### src/hw/rtl/cawf_pkg.sv
// Shared types and operation codes for the flag-keeping 8-bit CPU ALU.
package cawf_pkg;

    localparam int FUNC_W = 5;
    localparam int DATA_W = 16;
    localparam int BYTE_W = 8;

    typedef logic [FUNC_W-1:0] func_t;
    typedef logic [DATA_W-1:0] word_t;
    typedef logic [BYTE_W-1:0] byte_t;

    // Flag nibble, bit 3 down to bit 0: Z N H C.
    typedef struct packed {
        logic z;
        logic n;
        logic h;
        logic c;
    } flags_t;

    localparam func_t FUNC_ADD   = 5'd0;
    localparam func_t FUNC_ADC   = 5'd1;
    localparam func_t FUNC_SUB   = 5'd2;
    localparam func_t FUNC_SBC   = 5'd3;
    localparam func_t FUNC_INC   = 5'd4;
    localparam func_t FUNC_DEC   = 5'd5;
    localparam func_t FUNC_AND   = 5'd6;
    localparam func_t FUNC_OR    = 5'd7;
    localparam func_t FUNC_XOR   = 5'd8;
    localparam func_t FUNC_ADD16 = 5'd9;
    localparam func_t FUNC_ADDSP = 5'd10;
    localparam func_t FUNC_RLC   = 5'd11;
    localparam func_t FUNC_RL    = 5'd12;
    localparam func_t FUNC_RRC   = 5'd13;
    localparam func_t FUNC_RR    = 5'd14;
    localparam func_t FUNC_SLA   = 5'd15;
    localparam func_t FUNC_SWAP  = 5'd16;
    localparam func_t FUNC_SRA   = 5'd17;
    localparam func_t FUNC_SRL   = 5'd18;

    localparam flags_t FLAGS_RESET = '{z: 1'b0, n: 1'b0, h: 1'b0, c: 1'b0};

endpackage

### src/hw/rtl/cawf_alu.sv
// Combinational datapath: computes the result and new flags of one operation.
module cawf_alu (
    input  cawf_pkg::func_t  func,
    input  cawf_pkg::word_t  operand_a,
    input  cawf_pkg::word_t  operand_b,
    input  cawf_pkg::flags_t flags_in,
    output cawf_pkg::word_t  result,
    output cawf_pkg::flags_t flags_out
);
    import cawf_pkg::*;

    byte_t      a;
    byte_t      b;
    logic       cin;
    logic       t;
    logic [8:0] sum9;
    logic [4:0] sum5;
    logic [16:0] sum17;
    logic [12:0] sum13;
    byte_t      r8;
    word_t      sext_b;

    assign a      = operand_a[BYTE_W-1:0];
    assign b      = operand_b[BYTE_W-1:0];
    assign cin    = flags_in.c;
    assign sext_b = {{(DATA_W-BYTE_W){b[BYTE_W-1]}}, b};

    always_comb
    begin
        t         = 1'b0;
        sum9      = '0;
        sum5      = '0;
        sum17     = '0;
        sum13     = '0;
        r8        = '0;
        result    = '0;
        flags_out = flags_in;
        case (func)
            FUNC_ADD, FUNC_ADC:
            begin
                t    = (func == FUNC_ADC) ? cin : 1'b0;
                sum9 = {1'b0, a} + {1'b0, b} + {8'd0, t};
                sum5 = {1'b0, a[3:0]} + {1'b0, b[3:0]} + {4'd0, t};
                r8   = sum9[7:0];
                flags_out = '{z: (r8 == '0), n: 1'b0, h: sum5[4], c: sum9[8]};
            end
            FUNC_SUB, FUNC_SBC:
            begin
                t    = (func == FUNC_SBC) ? cin : 1'b0;
                sum9 = {1'b0, a} - {1'b0, b} - {8'd0, t};
                sum5 = {1'b0, a[3:0]} - {1'b0, b[3:0]} - {4'd0, t};
                r8   = sum9[7:0];
                flags_out = '{z: (r8 == '0), n: 1'b1, h: sum5[4], c: sum9[8]};
            end
            FUNC_INC:
            begin
                r8 = a + 8'd1;
                flags_out = '{z: (r8 == '0), n: 1'b0, h: (a[3:0] == 4'hF), c: cin};
            end
            FUNC_DEC:
            begin
                r8 = a - 8'd1;
                flags_out = '{z: (r8 == '0), n: 1'b1, h: (a[3:0] == 4'h0), c: cin};
            end
            FUNC_AND:
            begin
                r8 = a & b;
                flags_out = '{z: (r8 == '0), n: 1'b0, h: 1'b1, c: 1'b0};
            end
            FUNC_OR:
            begin
                r8 = a | b;
                flags_out = '{z: (r8 == '0), n: 1'b0, h: 1'b0, c: 1'b0};
            end
            FUNC_XOR:
            begin
                r8 = a ^ b;
                flags_out = '{z: (r8 == '0), n: 1'b0, h: 1'b0, c: 1'b0};
            end
            FUNC_RLC, FUNC_RL, FUNC_SLA:
            begin
                t = a[7];
                if (func == FUNC_RLC)
                begin
                    r8 = {a[6:0], a[7]};
                end
                else if (func == FUNC_RL)
                begin
                    r8 = {a[6:0], cin};
                end
                else
                begin
                    r8 = {a[6:0], 1'b0};
                end
                flags_out = '{z: (r8 == '0), n: 1'b0, h: 1'b0, c: t};
            end
            FUNC_RRC, FUNC_RR, FUNC_SRA, FUNC_SRL:
            begin
                t = a[0];
                if (func == FUNC_RRC)
                begin
                    r8 = {a[0], a[7:1]};
                end
                else if (func == FUNC_RR)
                begin
                    r8 = {cin, a[7:1]};
                end
                else if (func == FUNC_SRA)
                begin
                    r8 = {a[7], a[7:1]};
                end
                else
                begin
                    r8 = {1'b0, a[7:1]};
                end
                flags_out = '{z: (r8 == '0), n: 1'b0, h: 1'b0, c: t};
            end
            FUNC_SWAP:
            begin
                r8 = {a[3:0], a[7:4]};
                flags_out = '{z: (r8 == '0), n: 1'b0, h: 1'b0, c: 1'b0};
            end
            default:
            begin
                r8 = '0;
            end
        endcase

        result = {{(DATA_W-BYTE_W){1'b0}}, r8};

        if (func == FUNC_ADD16)
        begin
            sum17  = {1'b0, operand_a} + {1'b0, operand_b};
            sum13  = {1'b0, operand_a[11:0]} + {1'b0, operand_b[11:0]};
            result = sum17[DATA_W-1:0];
            flags_out = '{z: flags_in.z, n: 1'b0, h: sum13[12], c: sum17[16]};
        end
        else if (func == FUNC_ADDSP)
        begin
            sum9   = {1'b0, a} + {1'b0, b};
            sum5   = {1'b0, a[3:0]} + {1'b0, b[3:0]};
            result = operand_a + sext_b;
            flags_out = '{z: 1'b0, n: 1'b0, h: sum5[4], c: sum9[8]};
        end
    end

endmodule

### src/hw/rtl/cpu_alu_with_flags_top.sv
// Top level of the flag-keeping 8-bit CPU ALU: input register, datapath, result register.
//
// This block executes one ALU operation per item and returns the 16-bit result
// (8-bit results zero-extended) together with the new Z N H C flag nibble. The
// flag register lives inside the block: each item sees the flags left by the
// item before it, and operations that do not touch a flag keep it (INC and DEC
// keep C, 16-bit ADD keeps Z, an unknown operation code returns zero and keeps
// all flags). Both channels use valid/ready. An item is captured in an input
// register, passes through the combinational datapath, and lands in a result
// register once that register is empty or its item is being taken; the result
// is then held on the output until it is taken.
// The block takes one item per cycle while the output side keeps up; the
// carry dependency between consecutive items is covered because the flag
// register is written in the same cycle an item moves into the result register.
// The flags reset to all zero.
module cpu_alu_with_flags_top (
    input  logic             clk,
    input  logic             rst_n,
    input  logic             in_valid,
    output logic             in_ready,
    input  cawf_pkg::func_t  func,
    input  cawf_pkg::word_t  operand_a,
    input  cawf_pkg::word_t  operand_b,
    output logic             out_valid,
    input  logic             out_ready,
    output cawf_pkg::word_t  result,
    output logic [3:0]       flags_out
);
    import cawf_pkg::*;

    // Input register stage.
    logic   in_valid_reg;
    func_t  func_reg;
    word_t  a_reg;
    word_t  b_reg;

    // Result register stage and the architectural flag register.
    logic   out_valid_reg;
    word_t  result_reg;
    flags_t flags_out_reg;
    flags_t flag_reg;

    // Datapath outputs.
    word_t  alu_result;
    flags_t alu_flags;

    // The item in the input register moves on whenever the result register
    // is empty or its item is being taken this cycle.
    logic   advance;

    assign advance   = in_valid_reg && (!out_valid_reg || out_ready);
    assign in_ready  = !in_valid_reg || advance;
    assign out_valid = out_valid_reg;
    assign result    = result_reg;
    assign flags_out = flags_out_reg;

    cawf_alu u_alu (
        .func      (func_reg),
        .operand_a (a_reg),
        .operand_b (b_reg),
        .flags_in  (flag_reg),
        .result    (alu_result),
        .flags_out (alu_flags)
    );

    always_ff @(posedge clk or negedge rst_n)
    begin
        if (!rst_n)
        begin
            in_valid_reg  <= 1'b0;
            out_valid_reg <= 1'b0;
            flag_reg      <= FLAGS_RESET;
        end
        else
        begin
            if (in_ready)
            begin
                in_valid_reg <= in_valid;
            end
            if (advance)
            begin
                out_valid_reg <= 1'b1;
                flag_reg      <= alu_flags;
            end
            else if (out_ready)
            begin
                out_valid_reg <= 1'b0;
            end
        end
    end

    // Payload registers carry no reset.
    always_ff @(posedge clk)
    begin
        if (in_valid && in_ready)
        begin
            func_reg <= func;
            a_reg    <= operand_a;
            b_reg    <= operand_b;
        end
        if (advance)
        begin
            result_reg    <= alu_result;
            flags_out_reg <= alu_flags;
        end
    end

endmodule
### config.mk
export PLATFORM = sky130hd
export DESIGN_NAME = cpu_alu_with_flags_top
export DESIGN_NICKNAME = d
export VERILOG_FILES = /design/src/hw/rtl/cawf_pkg.sv /design/src/hw/rtl/cawf_alu.sv /design/src/hw/rtl/cpu_alu_with_flags_top.sv
export SDC_FILE = /design/constraint.sdc
export NUM_CORES = 1
export LEC_CHECK = 0
export BUFFER_PORTS_ARGS = -buffer_cell sky130_fd_sc_hd__clkbuf_2
export CELL_PAD_IN_SITES_DETAIL_PLACEMENT = 0
export CELL_PAD_IN_SITES_GLOBAL_PLACEMENT = 1
export CORE_ASPECT_RATIO = 1.5
export CORE_MARGIN = 5
export CORE_UTILIZATION = 45
export CTS_BUF_LIST = sky130_fd_sc_hd__clkbuf_4
export DETAILED_ROUTE_END_ITERATION = 8
export GPL_ROUTABILITY_DRIVEN = 0
export PLACE_DENSITY_LB_ADDON = 0.1
export SLEW_MARGIN = 20
export SYNTH_ARGS = -nofsm -noshare
export SYNTH_HDL_FRONTEND = slang
export SYNTH_SLANG_ARGS = --single-unit
### constraint.sdc
create_clock -name clk -period 8.7 [get_ports clk]
set_clock_uncertainty 0.2 [all_clocks]
set_input_delay 2.61 -clock clk [delete_from_list [all_inputs] [get_ports clk]]
set_output_delay 2.61 -clock clk [all_outputs]
set_load 0.01 [all_outputs]
# After elaboration in Yosys (flattened, before gate mapping)

Index checks and enable logic that the tools add are counted.

Bits in registers: 63
Bits in latches: 0
RAM bits: 0
Memory bits (read-only): 0
Input port bits: 41
Output and inout port bits: 22
Word-level logic and storage cells: 89
Memories kept: 0

Add/subtract/negate cells: 13
$mul: 0
Divide/modulo/power cells: 0
Order comparisons: 0
Eq/ne operators: 19
Shifts and indexed selects: 0
Muxes and demuxes: 17
Bitwise gates (word level): 3
Reductions and logical operators: 23

Operators with widths:

| operator              | number |
|---|---|
| $logic_not A8 Y1      | 10 |
| $pmux W8 S10          | 1 |
| $eq A5 B4 Y1 const B  | 8 |
| $mux W8               | 5 |
| $pmux W4 S10          | 1 |
| $mux W16              | 2 |
| $eq A5 B3 Y1 const B  | 4 |
| $add A16 B16 Y17      | 1 |
| $add A16 B16 Y16      | 1 |
| $eq A5 B5 Y1 const B  | 3 |
| $add A12 B12 Y13      | 1 |
| $eq A5 B2 Y1 const B  | 2 |
| $add A8 B8 Y9         | 1 |
| $add A9 B1 Y9         | 1 |
| $sub A8 B8 Y9         | 1 |
| $sub A9 B1 Y9         | 1 |
| $add A8 B1 Y8 const B | 1 |
| $and A8 B8 Y8         | 1 |
| $mux W4               | 2 |
| $or A8 B8 Y8          | 1 |
| $sub A8 B1 Y8 const B | 1 |
| $xor A8 B8 Y8         | 1 |
| $mux W1               | 6 |
| $add A4 B4 Y5         | 1 |
| 14 further kinds      | 18 |

# Depth between registers and ports, before layout

Gate-level depths: netlist (run 1).

Depth after elaboration: 9
Depth in mapped cells: 15
Mapped depth without buffers: 13

# Modules after synthesis

A second synthesis (run 1) with hierarchy kept.

Cells, all modules: 550
Area total of the unflattened synthesis: 5,346.4 um^2

By module, submodules not included:

| module                 | times used | cells each | area each (um^2) | sequential area each (um^2) |
|---|---|---|---|---|
| cawf_alu               | 1          | 476        | 3,368.2          | 0.0 |
| cpu_alu_with_flags_top | 1          | 74         | 1,978.1          | 1,861.8 |

# Worst setup path after synthesis (run 1)

No wires, ideal clock.

Kind: input port to output port
Start point: in out_ready
End point: out in_ready
Data arrival time: 2.819 ns
Required time: 5.890 ns
Path slack: 3.071 ns
Cell stages on the path: 1
Buffers on the path: 0
Cells stage by stage: nand3b_1

Longest elaborated chain between the ends: 3

RTL lines:

| element             | RTL line                     | source |
|---|---|---|
| start: declaration  | cpu_alu_with_flags_top.sv:25 | `input logic out_ready,` |
| $logic_or A1 B1 Y1  | cpu_alu_with_flags_top.sv:51 | `assign advance = in_valid_reg && (!out_valid_reg \|\| out_ready);` |
| $logic_and A1 B1 Y1 | cpu_alu_with_flags_top.sv:51 |  |
| $logic_or A1 B1 Y1  | cpu_alu_with_flags_top.sv:52 | `assign in_ready = !in_valid_reg \|\| advance;` |
| end: declaration    | cpu_alu_with_flags_top.sv:20 | `output logic in_ready,` |

Every way passes these cells.

# Worst setup path after layout (run 1)

Same ends and word-level chain as after synthesis.

==> results_dict.tcl, run 1 <==
set metrics [dict create \
    dieWidth_um 99.9 \
    cts.clk_slew.worst_paths_ps 130 \
    start_kind "input port" \
    use_met1_pct 25.9 \
    use_met2_pct 41.3 \
    clkLatencyLatePin_ps 450 \
    ctsResizeCount 0 \
    core_area_um2 12000 \
    synth_nets 686 \
    p_per_area_nw_per_um2 157 \
    yosys_register_bits 63 \
    dr.pass1.iters 7 \
    maxSlewViolCount 0 \
    finalNetCount 727 \
    n_fill_cell 1134 \
    synth.most_common_cell "edfxtp_1" \
    synth_cell_type_count 75 \
    hp-class "reg -> reg" \
    grtUsageMet3_pct 4.32 \
    ant_nets 0 \
    vdd_drop_max_mv 0.0845 \
    synth_ff_type "edfxtp_1" \
    fin_crit_sh_pct 67.2 \
    die_area_um2 14500 \
    hold_buffers 0 \
    grt_pass1_wl_mm 26.4 \
    htree_levels 3 \
    critPathKind "in -> out" \
    initialDrtViolationCount 426 \
    drive_gt1_share_pct 14.0 \
    cp_data_required_time_ps 5890 \
    arrival_ps 3030 \
    worstSetupEndpointType "output pin" \
    setup_total_negative_slack_ps 0 \
    cts_buffers 9 \
    rows 49 \
    crit_fanout 3 \
    max_slew.worst_pin.slew_ps 1140 \
    ys_top_cells_by_area "edfxtp_1 (31%), ha_1 (12%), xnor2_1 (4.2%)" \
    antenna_found_initial 1 \
    violations "DRC" \
    fin_area_um2 5990 \
    drv_cap 0 \
    grt_pass1_vias 5028 \
    fmax_ghz 0.171 \
    start_util_pct 45.7 \
    ctsLongestPathBuffers 2 \
    drc 2 \
    busiest_layer "met2" \
    die_h_um 145 \
    port_buffers 62 \
    wire_per_inst_um 21.1 \
    synthCells 591 \
    p_leak_nw 2.40 \
    synth_common_cells "edfxtp_1 (57), ha_1 (51), nor2_1 (39), a21oi_1 (34), inv_1 (34)" \
    grt-ovfl-total 0 \
    total_power_uw 941 \
    yosysTopAreaCellShare_pct 31.3 \
    dp.cells 774 \
    grt_start_max_net_pins 38 \
    setup_viol 0 \
    grtUsageTotal_pct 23.3 \
    finalWirelength_mm 16.7 \
    clock-root-buffer "clkbuf_4" \
    synth_top_cell_by_area "edfxtp_1" \
    synthArstFlopShare_pct 9.52 \
    yosysSeqAreaShare_pct 34.1 \
    syn_avg_cell_area_um2 9.24 \
    area.growth.synth_to_final_pct 9.78 \
    synth_warnings 0 \
    reg2reg_slack_ps 4300 \
    cts_sinks 63 \
    status "complete, but fails checks" \
    postCtsSetupBuffers 0 \
    rsz0062_at_grt "false" \
    vias 4953 \
    hold_viol 0 \
    cts_tree "done" \
    netlist_area_um2 5460 \
    post-dp-hpwl_mm 12.5 \
    holdWs_ps 318 \
    placed_cell_area_um2 5830 \
    fin_crit_ps 5840 \
    viasPerCell 6.26 \
    fin_cells 791 \
    slew_headroom_pct 23.7 \
    synth_edf_count 57 \
    io_pins 63 \
]
-- cells by family (layout without fill, tap and decap cells) --
group	after synthesis	count (layout)	synth area share, %
other	0	1	0
AO/OA/AOI/OAI	178	178	22.9
AND/OR/NAND/NOR	185	185	17.7
buffers and inverters	67	113	5.06
multiplexers	5	5	1.24
XOR/XNOR	39	39	6.26
flip-flops	63	63	34.1
adder cells (fa/ha/maj)	54	54	12.8
-- per-layer routing --
metal | wire length, um | vias up
met4 | 857 | 0
met1 | 6320 | 2353
met2 | 8620 | 209
met5 | 0 | -
met3 | 907 | 62
li1 | - | 2329
-- cells in the final DEF, fill, tap and decap left out, types with 13 or more instances in the layout --
cell type  count
a21oi_1       34
clkbuf_2      62
edfxtp_1      57
ha_1          51
inv_1         34
nand2_1       33
nand3_1       22
nor2_1        39
nor3_1        15
o21ai_0       19
xnor2_1       26
xor2_1        13
-- where the power goes --
group / leakage [nW] / internal [mW] / switching (mW)
Combinational: 1.69 / 0.119 / 0.182
Clock: 0.0802 / 0.117 / 0.130
Sequential: 0.626 / 0.363 / 0.0295
Total: 2.40 / 0.599 / 0.342
-- area by class of cell --
cell class / instances / area [um2] / area share, %
Clock inverter: 7 / 96.3 / 1.61
Tap cell: 153 / 191 / 3.19
Sequential cell: 63 / 1860 / 31.1
Inverter: 34 / 128 / 2.13
Clock buffer: 9 / 67.6 / 1.13
Antenna cell: 1 / 2.50 / 0.0417
Multi-Input combinational cell: 461 / 3330 / 55.5
Timing Repair Buffer: 63 / 318 / 5.30
-- worst max-delay path, stage by stage --
cell	delay, ps
clkbuf_2	80
nand3b_1	180
clkbuf_2	150
-- final timing paths --
kind,startpoint,to,cells after the start
worst max-delay path,out_ready,in_ready,3
max in group asynchronous,rst_n,flag_reg[1],1
min in group asynchronous,rst_n,out_valid,1
worst min register to register,in_valid_reg,out_valid,1
worst min-delay path,in_valid_reg,out_valid,1
worst max register to register,func_reg[1],result[6],10
-- metrics by stage --
step	worst slack, ps	utilization [%]
2_1_floorplan	3070	-
3_3_place_gp	2890	48.7
3_5_place_dp	2860	48.7
4_1_cts	2860	50.1
5_1_grt	2820	50.1
6_report	2860	50.1
Power figures use the tool's default switching activity.
==> run 2: changes to the inputs <==
==> constraint.sdc (replaced) <==
create_clock -name clk -period 5.6 [get_ports clk]
set_clock_uncertainty 0.2 [all_clocks]
set_input_delay 1.68 -clock clk [delete_from_list [all_inputs] [get_ports clk]]
set_output_delay 1.68 -clock clk [all_outputs]
set_load 0.01 [all_outputs]
==> run 2 against run 1 <==
The run still ends with DRC left. Power is 50% higher. Sequential power increased by 57%. Combinational power grew 54%. Sequential share of layout area increased by 0.091 points. Critical endpoint is now result[6]. Largest cell class unchanged.
==> results_dict.tcl, run 2 (synthesized netlist as in run 1, its figures left out) <==
set metrics [dict create \
    status "complete, but fails checks" \
    violations "DRC" \
    postCtsSetupBuffers 0 \
    port_buffers 62 \
    p_per_area_nw_per_um2 236 \
    grt_start_max_net_pins 38 \
    htree_levels 3 \
    cts_tree "done" \
    ctsResizeCount 0 \
    hold_buffers 0 \
    final_common_cell "clkbuf_2" \
    post-dp-hpwl_mm 12.9 \
    vdd_drop_max_mv 0.145 \
    cts_buffers 9 \
    start_kind "flop" \
    wire_per_inst_um 21.5 \
    drv_cap 0 \
    clock-root-buffer "clkbuf_4" \
    initialDrtViolationCount 389 \
    arrival_ps 4260 \
    drive_gt1_share_pct 14.1 \
    p_leak_nw 2.39 \
    grt_pass1_wl_mm 26.6 \
    cts.clk_slew.worst_paths_ps 120 \
    crit_fanout 17 \
    grt_pass1_vias 5003 \
    die_area_um2 14500 \
    grt-ovfl-total 0 \
    ctsLongestPathBuffers 2 \
    fmax_ghz 0.233 \
    hold_depth 1 \
    hp-class "reg -> reg" \
    maxSlewViolCount 0 \
    setup_total_negative_slack_ps 0 \
    clkLatencyLatePin_ps 440 \
    critPathKind "reg -> reg" \
    rsz0062_at_grt "false" \
    fin_crit_sh_pct 76.6 \
    finish.utilization_pct 50.0 \
    io_pins 63 \
    hold_viol 0 \
    worstSetupEndpointType "flop" \
    die_h_um 145 \
    core_area_um2 12000 \
    total_power_mw 1.41 \
    setup_viol 0 \
    drc 4 \
    antenna_found_initial 1 \
    cts_sinks 63 \
    mostFrequentLayoutCells "clkbuf_2 (62), edfxtp_1 (57), ha_1 (51)" \
    holdWs_ps 322 \
    rows 49 \
    start_util_pct 45.7 \
    dieWidth_um 99.9 \
    viasPerCell 6.42 \
    max_slew.worst_pin.slew_ps 1110 \
    area.growth.synth_to_final_pct 9.46 \
    finalWirelength_mm 17.1 \
    pre_cts_slack_ps 1400 \
    cp_data_required_time_ps 5570 \
    fin_crit_ps 4290 \
    vias 5083 \
    reg2regPathDepth 10 \
    slew_headroom_pct 25.8 \
    fin_ws_ps 1310 \
    grtUsageTotal_pct 23.4 \
    ant_nets 0 \
    dr.pass1.iters 9 \
    finalNetCount 728 \
]
==> run 2: report_power, final <==
| group | total (mW) | switching, mW | leakage, nW | internal [mW] |
|---|---|---|---|---|
| registers | 0.614 | 0.0501 | 0.626 | 0.564 |
| clock network | 0.332 | 0.189 | 0.0692 | 0.143 |
| logic | 0.466 | 0.281 | 1.69 | 0.185 |
| total | 1.41 | 0.520 | 2.39 | 0.892 |
==> run 2: path summary, 6_finish.rpt <==
path	start	to	slack (ps)
worst min-delay path	flag_reg[1]	flag_reg[1]	320
min in group asynchronous	rst_n	in_valid_reg	850
worst max-delay path	func_reg[1]	result[6]	1310
worst max register to register	func_reg[1]	result[6]	1310
worst min register to register	flag_reg[1]	flag_reg[1]	320
max in group asynchronous	rst_n	flag_reg[1]	4170
==> run 2: final cells by class <==
cell class / count / area [um2]
repair buffers: 64 / 325
multi-input cells: 461 / 3320
flip-flops and latches: 63 / 1860
clock inverters: 6 / 70.1
fillers: 1144 / 5980
well taps: 153 / 191
inverters: 34 / 128
clock buffers: 10 / 75.1
diodes: 1 / 2.50
==> run 2: stage by stage <==
stage,cell area [um2],cells
floorplan,5460,591
global placement,5830,775
detailed placement,5830,775
CTS,5970,791
global route,5980,792
finish,5980,792
==> run 2: layer usage <==
| layer | GRT usage (%) | wire [um] | vias to the layer above |
|---|---|---|---|
| li1 | - | - | 2336 |
| met1 | 26.6 | 6050 | 2383 |
| met2 | 40.0 | 8630 | 279 |
| met3 | 4.13 | 1220 | 85 |
| met4 | 14.4 | 1150 | 0 |
| met5 | 0 | 0 | - |
==> run 2: critical path, stage by stage (launching register included) <==
cell	delay [ps]
edfxtp_1	690
nor2b_1	400
nand4_1	160
fa_1	480
fa_1	480
o21a_1	240
o22a_1	240
xnor2_1	240
nor2_1	70
a2111oi_0	670
o21ai_1	150
==> run 3: changes to the inputs <==
==> constraint.sdc (replaced) <==
create_clock -name clk -period 4.3 [get_ports clk]
set_clock_uncertainty 0.2 [all_clocks]
set_input_delay 1.29 -clock clk [delete_from_list [all_inputs] [get_ports clk]]
set_output_delay 1.29 -clock clk [all_outputs]
set_load 0.01 [all_outputs]
==> run 3 against run 2 <==
The flow now finishes without violations. Hold slack worse by 37 ps. Die area stayed put. Maximum frequency is 8.3% higher. Sequential share of layout area is 0.80 points lower. Clock-buffer cell count stayed put. Setup slack worse by 970 ps. Largest power group unchanged. Highest routed layer unchanged.
==> results_dict.tcl, run 3 (synthesized netlist as in run 1, its figures left out) <==
set metrics [dict create \
    grt_pass1_vias 5254 \
    dr.pass1.iters 7 \
    cts.clk_slew.worst_paths_ps 130 \
    initialDrtViolationCount 493 \
    cts_sinks 63 \
    vias 5099 \
    final_common_cell "clkbuf_2" \
    cts_buffers 9 \
    io_pins 63 \
    cp_data_required_time_ps 4270 \
    antenna_found_initial 1 \
    grt-ovfl-total 0 \
    hold_buffers 0 \
    start_util_pct 45.7 \
    p_switching_uw 676 \
    pwr-share-clk_pct 23.3 \
    n_fill_cell 1164 \
    cp.buffers_inverters 0 \
    fin_crit_sh_pct 92.1 \
    core_area_um2 12000 \
    htree_levels 3 \
    drc 0 \
    port_buffers 62 \
    vdd_drop_max_mv 0.201 \
    dieWidth_um 99.9 \
    postCtsSetupBuffers 0 \
    cts_tree "done" \
    cp_slowest_cell "a2111oi_0" \
    setup_viol 0 \
    path_cells "nor2b_1 -> nand4_1 -> fa_1 -> fa_1 -> o21a_1 -> o22a_1 -> xnor2_1 -> nor2_1 -> a2111oi_0 -> o21ai_1" \
    rsz0062_at_grt "false" \
    crit_fanout 6 \
    status "completed" \
    mostFrequentLayoutCells "clkbuf_2 (62), edfxtp_1 (57), ha_1 (51)" \
    drive_gt1_share_pct 16.8 \
    die_area_um2 14500 \
    clkLatencyLatePin_ps 430 \
    finalNetCount 749 \
    slew_headroom_pct 29.8 \
    fmax_ghz 0.253 \
    finalWirelength_mm 17.4 \
    setup_total_negative_slack_ps 0 \
    critPathKind "reg -> reg" \
    p_leak_nw 2.49 \
    holdWs_ps 285 \
    total_power_mw 1.85 \
    clock-root-buffer "clkbuf_4" \
    ctsResizeCount 0 \
    max_stage_delay_ps 680 \
    wire_per_inst_um 21.4 \
    drv_cap 0 \
    grt_pass1_wl_mm 27.7 \
    fin_crit_ps 3960 \
    path_delay_family "compound AO/OA/AOI/OAI gates" \
    p_per_area_nw_per_um2 302 \
    post-dp-hpwl_mm 13.5 \
    grtUsageTotal_pct 24.4 \
    start_kind "flop" \
    hold_viol 0 \
    p_comb_share_pct 35.1 \
    max_slew.worst_pin.slew_ps 1050 \
    worstSetupEndpointType "flop" \
    rows 49 \
    ant_nets 0 \
    pwr-share-seq_pct 41.6 \
    ctsLongestPathBuffers 2 \
    maxSlewViolCount 0 \
    viasPerCell 6.27 \
    die_h_um 145 \
    hp-class "reg -> reg" \
    swShare_pct 36.5 \
    internal_power_mw 1.18 \
    arrival_ps 3920 \
    crit_top_cell "fa_1" \
    grt_start_max_net_pins 38 \
    area.growth.synth_to_final_pct 12.4 \
]
-- run 3: cell types whose count changed in the layout (fill, tap and decap cells not counted) --
| cell | change |
|---|---|
| buf_4 | +21 |
| clkinv_1 | -1 |
| inv_1 | +1 |
-- run 3: path summary, 6_finish.rpt --
check                             start           to  slack, ps  cells past startpoint
max                         func_reg[4]    result[6]        340                     10
min                        in_valid_reg    out_valid        280                      1
max reg2reg                 func_reg[4]    result[6]        340                     10
min reg2reg                in_valid_reg    out_valid        280                      1
max in group asynchronous         rst_n  flag_reg[1]       3250                      1
min in group asynchronous         rst_n    out_valid        460                      1
-- run 3: metrics by stage --
stage               instances  worst slack, ps  util (%)  instance area [um2]
global placement          796              424      50.1                 5990
global route              813              127      51.3                 6130
detailed placement        796              345      50.1                 5990
CTS                       812              347      51.3                 6130
floorplan                 591              608         -                 5460
finish                    813              340      51.3                 6130
-- run 3: metal layers --
metal / GRT usage, % / up-vias / wire, um
met4: 13.1 / 0 / 955
met1: 26.9 / 2388 / 6220
met5: 0 / - / 0
met2: 44.2 / 263 / 9090
li1: - / 2382 / -
met3: 3.51 / 66 / 1150
-- run 3: layout make-up --
type / count / area, um2 / share of cell area [%]
multi-input combinational: 461 / 3320 / 54.2
sequential: 63 / 1860 / 30.3
inverter: 34 / 128 / 2.08
tap: 153 / 191 / 3.12
timing repair buffer: 85 / 483 / 7.87
clock buffer: 10 / 75.1 / 1.22
clock inverter: 6 / 70.1 / 1.14
antenna: 1 / 2.50 / 0.0408
-- run 3: power groups by stage --
| stage | clock (mW) | combinational [mW] | sequential, mW |
|---|---|---|---|
| after floorplan | 0 | 0.443 | 0.783 |
| after CTS | 0.446 | 0.644 | 0.773 |
| after detailed placement | 0 | 0.640 | 0.786 |
| after global routing | 0.478 | 0.713 | 0.778 |
| final | 0.432 | 0.651 | 0.772 |
| after global placement | 0 | 0.631 | 0.785 |
